### src/tristate_remote_pulse_encoder_core_assert.svh
// Assertion macros shared by the tri-state remote pulse encoder RTL.
`ifndef TRISTATE_REMOTE_PULSE_ENCODER_CORE_ASSERT_SVH
`define TRISTATE_REMOTE_PULSE_ENCODER_CORE_ASSERT_SVH

// Property that must hold at every clock edge outside reset.
`define TRPE_ASSERT(lbl, prop, msg) \
    lbl: assert property (@(posedge aclk) disable iff (!aresetn) (prop)) \
        else $error(msg);

// Antecedent in one cycle implies the consequent in the next.
`define TRPE_ASSERT_NEXT(lbl, ante, cons, msg) \
    lbl: assert property (@(posedge aclk) disable iff (!aresetn) (ante) |=> (cons)) \
        else $error(msg);

`endif

### src/trpe_pkg.sv
// Package with the constants, codes and helper function of the tri-state remote pulse encoder.
package trpe_pkg;

    // Address and code word geometry.
    localparam int ADDRESS_WIDTH = 10;
    localparam int WORD_BITS     = 2 * ADDRESS_WIDTH + 6;
    // Every data symbol and the sync symbol have a high and a low phase.
    localparam int PHASES        = 2 * (WORD_BITS + 1);
    localparam int PHASE_W       = $clog2(PHASES);
    localparam int SEARCH_W      = $clog2(PHASES + 1);

    // Field widths.
    localparam int UNIT_W    = 8;
    localparam int PULSE_W   = 16;
    localparam int REPEAT_W  = 8;
    localparam int TICK_W    = 24;
    localparam int CFG_W     = 16;
    localparam int CFG_ADDR_W = 3;
    localparam int S_DATA_W  = 16;
    localparam int M_DATA_W  = 8;

    // Configuration register indexes.
    localparam logic [CFG_ADDR_W-1:0] REG_ONE_HIGH     = 3'd0;
    localparam logic [CFG_ADDR_W-1:0] REG_ONE_LOW      = 3'd1;
    localparam logic [CFG_ADDR_W-1:0] REG_ZERO_HIGH    = 3'd2;
    localparam logic [CFG_ADDR_W-1:0] REG_ZERO_LOW     = 3'd3;
    localparam logic [CFG_ADDR_W-1:0] REG_SYNC_HIGH    = 3'd4;
    localparam logic [CFG_ADDR_W-1:0] REG_SYNC_LOW     = 3'd5;
    localparam logic [CFG_ADDR_W-1:0] REG_PULSE_UNIT   = 3'd6;
    localparam logic [CFG_ADDR_W-1:0] REG_REPEAT_COUNT = 3'd7;

    // Phase kinds; each selects one unit count register.
    localparam int NUM_KINDS = 6;
    localparam int KIND_W    = 3;
    localparam logic [KIND_W-1:0] KIND_ONE_HIGH  = 3'd0;
    localparam logic [KIND_W-1:0] KIND_ONE_LOW   = 3'd1;
    localparam logic [KIND_W-1:0] KIND_ZERO_HIGH = 3'd2;
    localparam logic [KIND_W-1:0] KIND_ZERO_LOW  = 3'd3;
    localparam logic [KIND_W-1:0] KIND_SYNC_HIGH = 3'd4;
    localparam logic [KIND_W-1:0] KIND_SYNC_LOW  = 3'd5;

    // Reset values of the configuration registers.
    localparam logic [UNIT_W-1:0]   RST_ONE_HIGH     = 8'd3;
    localparam logic [UNIT_W-1:0]   RST_ONE_LOW      = 8'd1;
    localparam logic [UNIT_W-1:0]   RST_ZERO_HIGH    = 8'd1;
    localparam logic [UNIT_W-1:0]   RST_ZERO_LOW     = 8'd3;
    localparam logic [UNIT_W-1:0]   RST_SYNC_HIGH    = 8'd1;
    localparam logic [UNIT_W-1:0]   RST_SYNC_LOW     = 8'd31;
    localparam logic [PULSE_W-1:0]  RST_PULSE_UNIT   = 16'd350;
    localparam logic [REPEAT_W-1:0] RST_REPEAT_COUNT = 8'd10;

    // On/off symbol pairs.
    localparam logic [3:0] SYM_ON  = 4'b0001;
    localparam logic [3:0] SYM_OFF = 4'b0100;

    // Mode codes carried in tuser.
    localparam logic MODE_TICK  = 1'b0;
    localparam logic MODE_START = 1'b1;

    // One result word.
    typedef struct packed {
        logic busy;
        logic pin;
    } trpe_result_t;

    // Builds the code word, first address character in the most significant pair.
    function automatic logic [WORD_BITS-1:0] build_code_word(
        input logic [ADDRESS_WIDTH-1:0] addr,
        input logic                     on
    );
        logic [WORD_BITS-1:0] w;
        w = '0;
        for (int i = 0; i < ADDRESS_WIDTH; i++) begin
            w[WORD_BITS-1-2*i] = 1'b0;
            w[WORD_BITS-2-2*i] = ~addr[ADDRESS_WIDTH-1-i];
        end
        w[5:2] = on ? SYM_ON : SYM_OFF;
        w[1:0] = 2'b00;
        return w;
    endfunction

endpackage

### src/tristate_remote_pulse_encoder_core.sv
// Tri-state remote pulse encoder: code word builder, phase sequencer and result skid stage.
//
// Channel  | Direction | Payload
// ---------+-----------+-------------------------------------------------------
// s_       | in        | tuser: mode; tdata: address_bits[9:0], power_on[10]
// m_       | out       | tdata: pin_level[0], busy_res[1]
// cfg_     | in        | write enable, register index, 16-bit write data
//
// A new word is accepted each cycle while the skid stage is empty.
// Phases of zero length are skipped in the same cycle by a priority search over the
// phase mask of the frame; phase lengths are the six unit-count products, formed each cycle.
// A stalled result waits in the output register and a second one in the skid register;
// s_tready falls only while both are full.
// Reset (aresetn low, synchronous) restores the register defaults and leaves the block idle.
`include "tristate_remote_pulse_encoder_core_assert.svh"

module tristate_remote_pulse_encoder_core (
    input  logic                             aclk,
    input  logic                             aresetn,
    // Input words.
    input  logic                             s_tvalid,
    output logic                             s_tready,
    input  logic [trpe_pkg::S_DATA_W-1:0]    s_tdata,  // address_bits[9:0], power_on[10], zeros
    input  logic                             s_tuser,  // mode: 0 tick, 1 start
    // Result words.
    output logic                             m_tvalid,
    input  logic                             m_tready,
    output logic [trpe_pkg::M_DATA_W-1:0]    m_tdata,  // pin_level[0], busy_res[1], zeros
    // Configuration writes.
    input  logic                             cfg_we,
    input  logic [trpe_pkg::CFG_ADDR_W-1:0]  cfg_addr,
    input  logic [trpe_pkg::CFG_W-1:0]       cfg_wdata
);
    import trpe_pkg::*;

    // Configuration registers.
    logic [UNIT_W-1:0]   units_reg [NUM_KINDS];
    logic [PULSE_W-1:0]  pulse_unit_reg;
    logic [REPEAT_W-1:0] repeat_count_reg;

    // Phase lengths in ticks, one per kind.
    logic [TICK_W-1:0]   phase_len [NUM_KINDS];

    // Transmission state.
    logic [WORD_BITS-1:0] code_word_reg, code_word_next;
    logic [PHASE_W-1:0]   phase_reg, phase_next;
    logic [REPEAT_W-1:0]  repeats_reg, repeats_next;
    logic [TICK_W-1:0]    rem_reg, rem_next;
    logic                 sending_reg, sending_next;

    // Output stage.
    logic         out_valid_reg, out_valid_next;
    logic         skid_valid_reg, skid_valid_next;
    trpe_result_t out_data_reg, out_data_next;
    trpe_result_t skid_data_reg, skid_data_next;

    // Search signals.
    logic [KIND_W-1:0]   phase_kind [PHASES];
    logic [PHASES-1:0]   phase_mask;
    logic [NUM_KINDS-1:0] unit_nz;
    logic [SEARCH_W-1:0] search_start;
    logic                from_found, any_found;
    logic [PHASE_W-1:0]  from_idx, any_idx;
    logic [KIND_W-1:0]   from_kind, any_kind;

    logic         s_fire, m_take;
    logic         out_pin_ok;
    trpe_result_t res;

    assign s_fire   = s_tvalid && s_tready;
    assign m_take   = m_tvalid && m_tready;
    assign s_tready = !skid_valid_reg;
    assign m_tvalid = out_valid_reg;
    assign m_tdata  = {{(M_DATA_W-2){1'b0}}, out_data_reg.busy, out_data_reg.pin};

    // Configuration writes.
    always_ff @(posedge aclk) begin
        if (!aresetn) begin
            units_reg[KIND_ONE_HIGH]  <= RST_ONE_HIGH;
            units_reg[KIND_ONE_LOW]   <= RST_ONE_LOW;
            units_reg[KIND_ZERO_HIGH] <= RST_ZERO_HIGH;
            units_reg[KIND_ZERO_LOW]  <= RST_ZERO_LOW;
            units_reg[KIND_SYNC_HIGH] <= RST_SYNC_HIGH;
            units_reg[KIND_SYNC_LOW]  <= RST_SYNC_LOW;
            pulse_unit_reg            <= RST_PULSE_UNIT;
            repeat_count_reg          <= RST_REPEAT_COUNT;
        end else if (cfg_we) begin
            case (cfg_addr)
                REG_ONE_HIGH:     units_reg[KIND_ONE_HIGH]  <= cfg_wdata[UNIT_W-1:0];
                REG_ONE_LOW:      units_reg[KIND_ONE_LOW]   <= cfg_wdata[UNIT_W-1:0];
                REG_ZERO_HIGH:    units_reg[KIND_ZERO_HIGH] <= cfg_wdata[UNIT_W-1:0];
                REG_ZERO_LOW:     units_reg[KIND_ZERO_LOW]  <= cfg_wdata[UNIT_W-1:0];
                REG_SYNC_HIGH:    units_reg[KIND_SYNC_HIGH] <= cfg_wdata[UNIT_W-1:0];
                REG_SYNC_LOW:     units_reg[KIND_SYNC_LOW]  <= cfg_wdata[UNIT_W-1:0];
                REG_PULSE_UNIT:   pulse_unit_reg            <= cfg_wdata[PULSE_W-1:0];
                REG_REPEAT_COUNT: repeat_count_reg          <= cfg_wdata[REPEAT_W-1:0];
                default: ;
            endcase
        end
    end

    // Phase lengths follow the registers in the same cycle; 8 by 16 bits never exceeds 24 bits.
    always_comb begin
        for (int k = 0; k < NUM_KINDS; k++) begin
            phase_len[k] = TICK_W'(units_reg[k]) * TICK_W'(pulse_unit_reg);
        end
    end

    // A kind has length only if its unit count and the pulse unit are both non-zero.
    always_comb begin
        for (int k = 0; k < NUM_KINDS; k++) begin
            unit_nz[k] = (units_reg[k] != '0) && (pulse_unit_reg != '0);
        end
    end

    // Kind of every phase of the frame, and whether it takes time.
    for (genvar g = 0; g < PHASES; g++) begin : g_phase
        if ((g / 2) == WORD_BITS) begin : g_sync
            assign phase_kind[g] = (g % 2 == 1) ? KIND_SYNC_LOW : KIND_SYNC_HIGH;
        end else begin : g_data
            logic bit_val;
            assign bit_val = code_word_reg[WORD_BITS-1-(g/2)];
            assign phase_kind[g] = bit_val ?
                ((g % 2 == 1) ? KIND_ONE_LOW : KIND_ONE_HIGH) :
                ((g % 2 == 1) ? KIND_ZERO_LOW : KIND_ZERO_HIGH);
        end
        assign phase_mask[g] = unit_nz[phase_kind[g]];
    end

    // First phase with length after the current one, and first in the whole frame.
    assign search_start = SEARCH_W'(phase_reg) + 1'b1;

    always_comb begin
        from_found = 1'b0;
        from_idx   = '0;
        from_kind  = KIND_ONE_HIGH;
        any_found  = 1'b0;
        any_idx    = '0;
        any_kind   = KIND_ONE_HIGH;
        for (int q = PHASES - 1; q >= 0; q--) begin
            if (phase_mask[q]) begin
                any_found = 1'b1;
                any_idx   = PHASE_W'(q);
                any_kind  = phase_kind[q];
                if (SEARCH_W'(q) >= search_start) begin
                    from_found = 1'b1;
                    from_idx   = PHASE_W'(q);
                    from_kind  = phase_kind[q];
                end
            end
        end
    end

    // Next transmission state and the result of the accepted word.
    always_comb begin
        code_word_next = code_word_reg;
        phase_next     = phase_reg;
        repeats_next   = repeats_reg;
        rem_next       = rem_reg;
        sending_next   = sending_reg;
        res.pin        = 1'b0;
        res.busy       = sending_reg;
        if (s_fire) begin
            if (s_tuser == MODE_START) begin
                // A start while busy, or with no repeats, changes nothing.
                if (!sending_reg && repeat_count_reg != '0) begin
                    code_word_next = build_code_word(s_tdata[ADDRESS_WIDTH-1:0],
                                                     s_tdata[ADDRESS_WIDTH]);
                    repeats_next   = repeat_count_reg;
                    phase_next     = '0;
                    // Every code word opens with a zero bit, so its high phase is loaded now.
                    rem_next       = phase_len[KIND_ZERO_HIGH];
                    sending_next   = 1'b1;
                end
                res.busy = sending_next;
            end else if (sending_reg) begin
                res.busy = 1'b1;
                if (rem_reg != '0) begin
                    // Current phase goes on.
                    res.pin  = ~phase_reg[0];
                    rem_next = rem_reg - 1'b1;
                end else if (from_found) begin
                    // Next phase with length in this frame.
                    phase_next = from_idx;
                    rem_next   = phase_len[from_kind] - 1'b1;
                    res.pin    = ~from_idx[0];
                end else if (any_found && repeats_reg != REPEAT_W'(1)) begin
                    // Wrap into the next repeat of the frame.
                    repeats_next = repeats_reg - 1'b1;
                    phase_next   = any_idx;
                    rem_next     = phase_len[any_kind] - 1'b1;
                    res.pin      = ~any_idx[0];
                end else begin
                    // Nothing with length is left: the transmission ends on this tick.
                    sending_next = 1'b0;
                    phase_next   = '0;
                    rem_next     = '0;
                    res.busy     = 1'b0;
                end
            end
        end
    end

    // Output register with a skid register behind it.
    always_comb begin
        out_valid_next  = out_valid_reg;
        out_data_next   = out_data_reg;
        skid_valid_next = skid_valid_reg;
        skid_data_next  = skid_data_reg;
        if (!out_valid_reg || m_take) begin
            if (skid_valid_reg) begin
                out_valid_next  = 1'b1;
                out_data_next   = skid_data_reg;
                skid_valid_next = 1'b0;
            end else begin
                out_valid_next = s_fire;
                out_data_next  = res;
            end
        end else if (s_fire) begin
            skid_valid_next = 1'b1;
            skid_data_next  = res;
        end
    end

    // Control and payload registers.
    always_ff @(posedge aclk) begin
        if (!aresetn) begin
            code_word_reg  <= '0;
            phase_reg      <= '0;
            repeats_reg    <= '0;
            rem_reg        <= '0;
            sending_reg    <= 1'b0;
            out_valid_reg  <= 1'b0;
            skid_valid_reg <= 1'b0;
        end else begin
            code_word_reg  <= code_word_next;
            phase_reg      <= phase_next;
            repeats_reg    <= repeats_next;
            rem_reg        <= rem_next;
            sending_reg    <= sending_next;
            out_valid_reg  <= out_valid_next;
            skid_valid_reg <= skid_valid_next;
        end
        out_data_reg  <= out_data_next;
        skid_data_reg <= skid_data_next;
    end

    // A valid result word never shows the pin high without busy.
    assign out_pin_ok = !out_valid_reg || !out_data_reg.pin || out_data_reg.busy;

    // Checks on the sequencer and the output stage.
    `TRPE_ASSERT(a_skid_behind_out, !skid_valid_reg || out_valid_reg, "skid full with output empty")
    `TRPE_ASSERT(a_phase_range, !sending_reg || (phase_reg < PHASE_W'(PHASES)), "phase out of range")
    `TRPE_ASSERT(a_pin_needs_busy, out_pin_ok, "pin high while not busy")
    `TRPE_ASSERT_NEXT(a_fire_fills_out, s_fire && !out_valid_reg, out_valid_reg, "word lost")

endmodule

### config.mk
export PLATFORM = sky130hd
export DESIGN_NAME = tristate_remote_pulse_encoder_core
export DESIGN_NICKNAME = d
export VERILOG_FILES = /design/src/trpe_pkg.sv /design/src/tristate_remote_pulse_encoder_core.sv
export VERILOG_INCLUDE_DIRS = /design/src /design/src/src
export SDC_FILE = /design/constraint.sdc
export NUM_CORES = 2
export LEC_CHECK = 0
export BUFFER_PORTS_ARGS = -buffer_cell sky130_fd_sc_hd__buf_2
export CAP_MARGIN = 20
export CORE_ASPECT_RATIO = 0.7
export CORE_MARGIN = 2
export CORE_UTILIZATION = 65
export CTS_CLUSTER_DIAMETER = 50
export CTS_CLUSTER_SIZE = 40
export DETAILED_ROUTE_END_ITERATION = 10
export PLACE_DENSITY = 0.8
export SLEW_MARGIN = 30
export SYNTH_ARGS = -nofsm -noshare
export SYNTH_HDL_FRONTEND = slang
export SYNTH_SLANG_ARGS = --single-unit
### constraint.sdc
create_clock -name aclk -period 8.7 [get_ports aclk]
set_input_delay 0.87 -clock aclk [delete_from_list [all_inputs] [get_ports aclk]]
set_output_delay 0.87 -clock aclk [all_outputs]
set_load 0.005 [all_outputs]
==> reports/results.ini <==
[status]
status=finished clean

[logic_synthesis]
yosysMostFrequentCell=nand2_1
ys_types=102
synth_top_area_cell=fa_1
syn_area_per_cell_um2=7.979
synth_top_area_share_pct=27.56
ys_warn_count=0
synth_ff_type=dfxtp_1
synth-seq-cells=129
synthArstFlopShare_pct=0
synthTopCellsByCount=nand2_1 (680), fa_1 (504), inv_1 (500)
yosysSeqAreaShare_pct=8.476
syn_inst=4588
synth.area.top_cells=fa_1 (28%), ha_1 (9.3%), nand2_1 (7.0%), and2_1 (6.8%), inv_1 (5.1%)
netlist_area_um2=36610
synth_edf_count=52

[sta]
min_period_ns=7.723
max_freq_ghz=0.1295
worst_hold_slack_ns=0.4785
setup_tns_ns=0
hold_viol=0
slew_violations=0
clock_skew_ns=0.01383
setup_slack_ns=0.9773
setup_violations=0
rsz0062_at_grt=false
maxSlewHeadroom_pct=25.38
worst_pin_slew_ns=1.109
finalCritPeriodShare_pct=88.77

[worst_setup_path]
end_kind=flip-flop
arrival_ns=8.11
cpMaxStageDelayCell=dfxtp_2
start_kind=flip-flop
worstRegToRegCells=25
path_common_cell=fa_1
r2r_slack_ns=0.98
cp_slowest_stage_delay_ns=0.80
reg2reg_from=pulse_unit_reg[4]$_SDFFE_PN1P_
worst-setup-path-type=reg -> reg
cp_max_fo=26
reg2reg_to=rem_reg[23]$_SDFFE_PN0P_
critPathRequiredTime_ns=9.08

[placement]
place.gp.congestion=1.106
place_ws_ns=1.165
hpwl_um=100100
portBuffers=39
dpl-instance-area_um2=37430

[cts]
clkTransAtPathRegs_ns=0.06
cts_tree=done
hold_buffers=0
clockBufferDepth=2
numClockSinks=129
cts_made_buffers=17
post_cts_buffers=0
ctsRootBufferMaster=clkbuf_16
cts_resized=0
clk_latency_ns=0.51
htree_levels=4

[layout]
synthToLayoutAreaGrowth_pct=3.961
finalNetCount=5274
fill_cells=4575
fin_util_pct=68.69
drive_gt1_share_pct=6.510
largest_register_ffs=48
fin_area_um2=38060

[floorplan]
chipHeight_um=202.6
io_pins=51
dieArea_um2=58270
core-area_um2=55400
start_util_pct=66.08
die_w_um=287.7
floorplan.rows=72

[global_route]
grt_overflow=0
grt_max_degree=66
grt_pass1_vias=33840
grt_usage_pct=45.16
grt_pass1_wl_um=199700
antenna_found_initial=8

[drt]
drt_iter0_drc=4223
drtAntennaViolNets=0
viasPerCell=6.688
dr_total_vias=34870
routed_wl_um=129700
wl_per_cell_um=24.88
first_pass_iters=9
drc=0

[power]
peakVddDrop_v=0.0002354
leakage_nw=16.76
cellPowerDensity_nw_per_um2=231.6

[job]
cap_violations=0

[hold_path]
min_path_cells=2
hold_end=repeat_count_reg[2]$_SDFFE_PN0P_
min_path_type=reg -> reg
min_from=repeat_count_reg[2]$_SDFFE_PN0P_

-- per-layer routing --
metal | routed length, um | global-route usage (%) | share of wire, % | vias up
met4 | 5331 | 16.78 | 4.1 | 6
met5 | 31 | 0 | 0.024 | -
met2 | 51690 | 62.59 | 40 | 2362
met3 | 20790 | 18.82 | 16 | 372
met1 | 51850 | 62.72 | 40 | 16960
li1 | - | - | - | 15170
-- worst max-delay path: cells and delay by family (launching register included) --
| family | cells | cell delay [ns] |
|---|---|---|
| xor gates and xnor gates | 2 | 0.32 |
| and+or+nand+nor | 3 | 0.66 |
| AOI/OAI and AO/OA | 10 | 2.68 |
| muxes | 1 | 0.29 |
| adders and majority gates | 5 | 2.21 |
| DFF | 1 | 0.80 |
| buffers and inverters | 4 | 0.62 |
-- how the worst max path moves through the flow --
| stage | end | startpoint | cells after the start |
|---|---|---|---|
| global route | rem_reg[23]$_SDFFE_PN0P_ | units_reg[1][3]$_SDFFCE_PN0P_ | 24 |
| finish | rem_reg[23]$_SDFFE_PN0P_ | pulse_unit_reg[4]$_SDFFE_PN1P_ | 25 |
| detailed placement | rem_reg[23]$_SDFFE_PN0P_ | pulse_unit_reg[4]$_SDFFE_PN1P_ | 25 |
| floorplan | rem_reg[23]$_SDFFE_PN0P_ | pulse_unit_reg[1]$_SDFFE_PN1P_ | 26 |
| CTS | rem_reg[23]$_SDFFE_PN0P_ | pulse_unit_reg[4]$_SDFFE_PN1P_ | 25 |
| global placement | rem_reg[23]$_SDFFE_PN0P_ | pulse_unit_reg[4]$_SDFFE_PN1P_ | 25 |
-- cell type report --
class,count,area (um^2),share of cell area [%]
well taps,740,925.9,2.433
multi-input cells,3667,30520,80.19
inverters,501,1881,4.941
clock buffers,18,450.4,1.184
clock inverters,14,152.6,0.4011
repair buffers,141,998.5,2.623
diodes,3,7.507,0.01973
flip-flops and latches,129,3123,8.206
-- layout by cell type (no fill, tap or decap), types with 29 or more instances in the layout --
cell type	n
buf_4	99
fa_1	504
o211ai_1	39
o21ai_0	169
nand2_1	680
dfxtp_1	61
nor4_1	29
a31oi_1	46
nand2b_1	38
nor2_1	220
a21oi_1	237
mux2i_1	34
a211oi_1	47
xnor2_1	105
ha_1	272
and2_1	396
edfxtp_1	52
buf_2	39
inv_1	500
or3_1	46
nand3_1	74
and3_1	41
a21o_1	57
nor3_1	86
xor2_1	51
-- cells by family (layout without fill, tap and decap cells) --
group | after synthesis | count (layout) | synth area share, %
adders and majority gates | 776 | 776 | 36.86
other | 1 | 9 | 0.01024
AOI/OAI and AO/OA | 944 | 944 | 17.44
and+or+nand+nor | 1734 | 1734 | 23.62
DFF | 129 | 129 | 8.476
xor gates and xnor gates | 157 | 157 | 3.777
buffers and inverters | 797 | 674 | 8.391
muxes | 50 | 50 | 1.422
-- metrics by stage --
step | cells | power (W)
2_1_floorplan | 4593 | 0.005593
5_1_grt | 5211 | 0.009382
4_1_cts | 5210 | 0.008496
3_5_place_dp | 5178 | 0.007662
3_3_place_gp | 5178 | 0.007573
6_report | 5213 | 0.008814
-- power breakdown --
group / internal [W] / leakage, nW / switching (W)
clock: 0.000424 / 0.303 / 0.000356
combinational: 0.00261 / 15.3 / 0.00461
sequential: 0.000673 / 1.14 / 0.000138
Note: power is estimated with default switching activity, not from simulation.
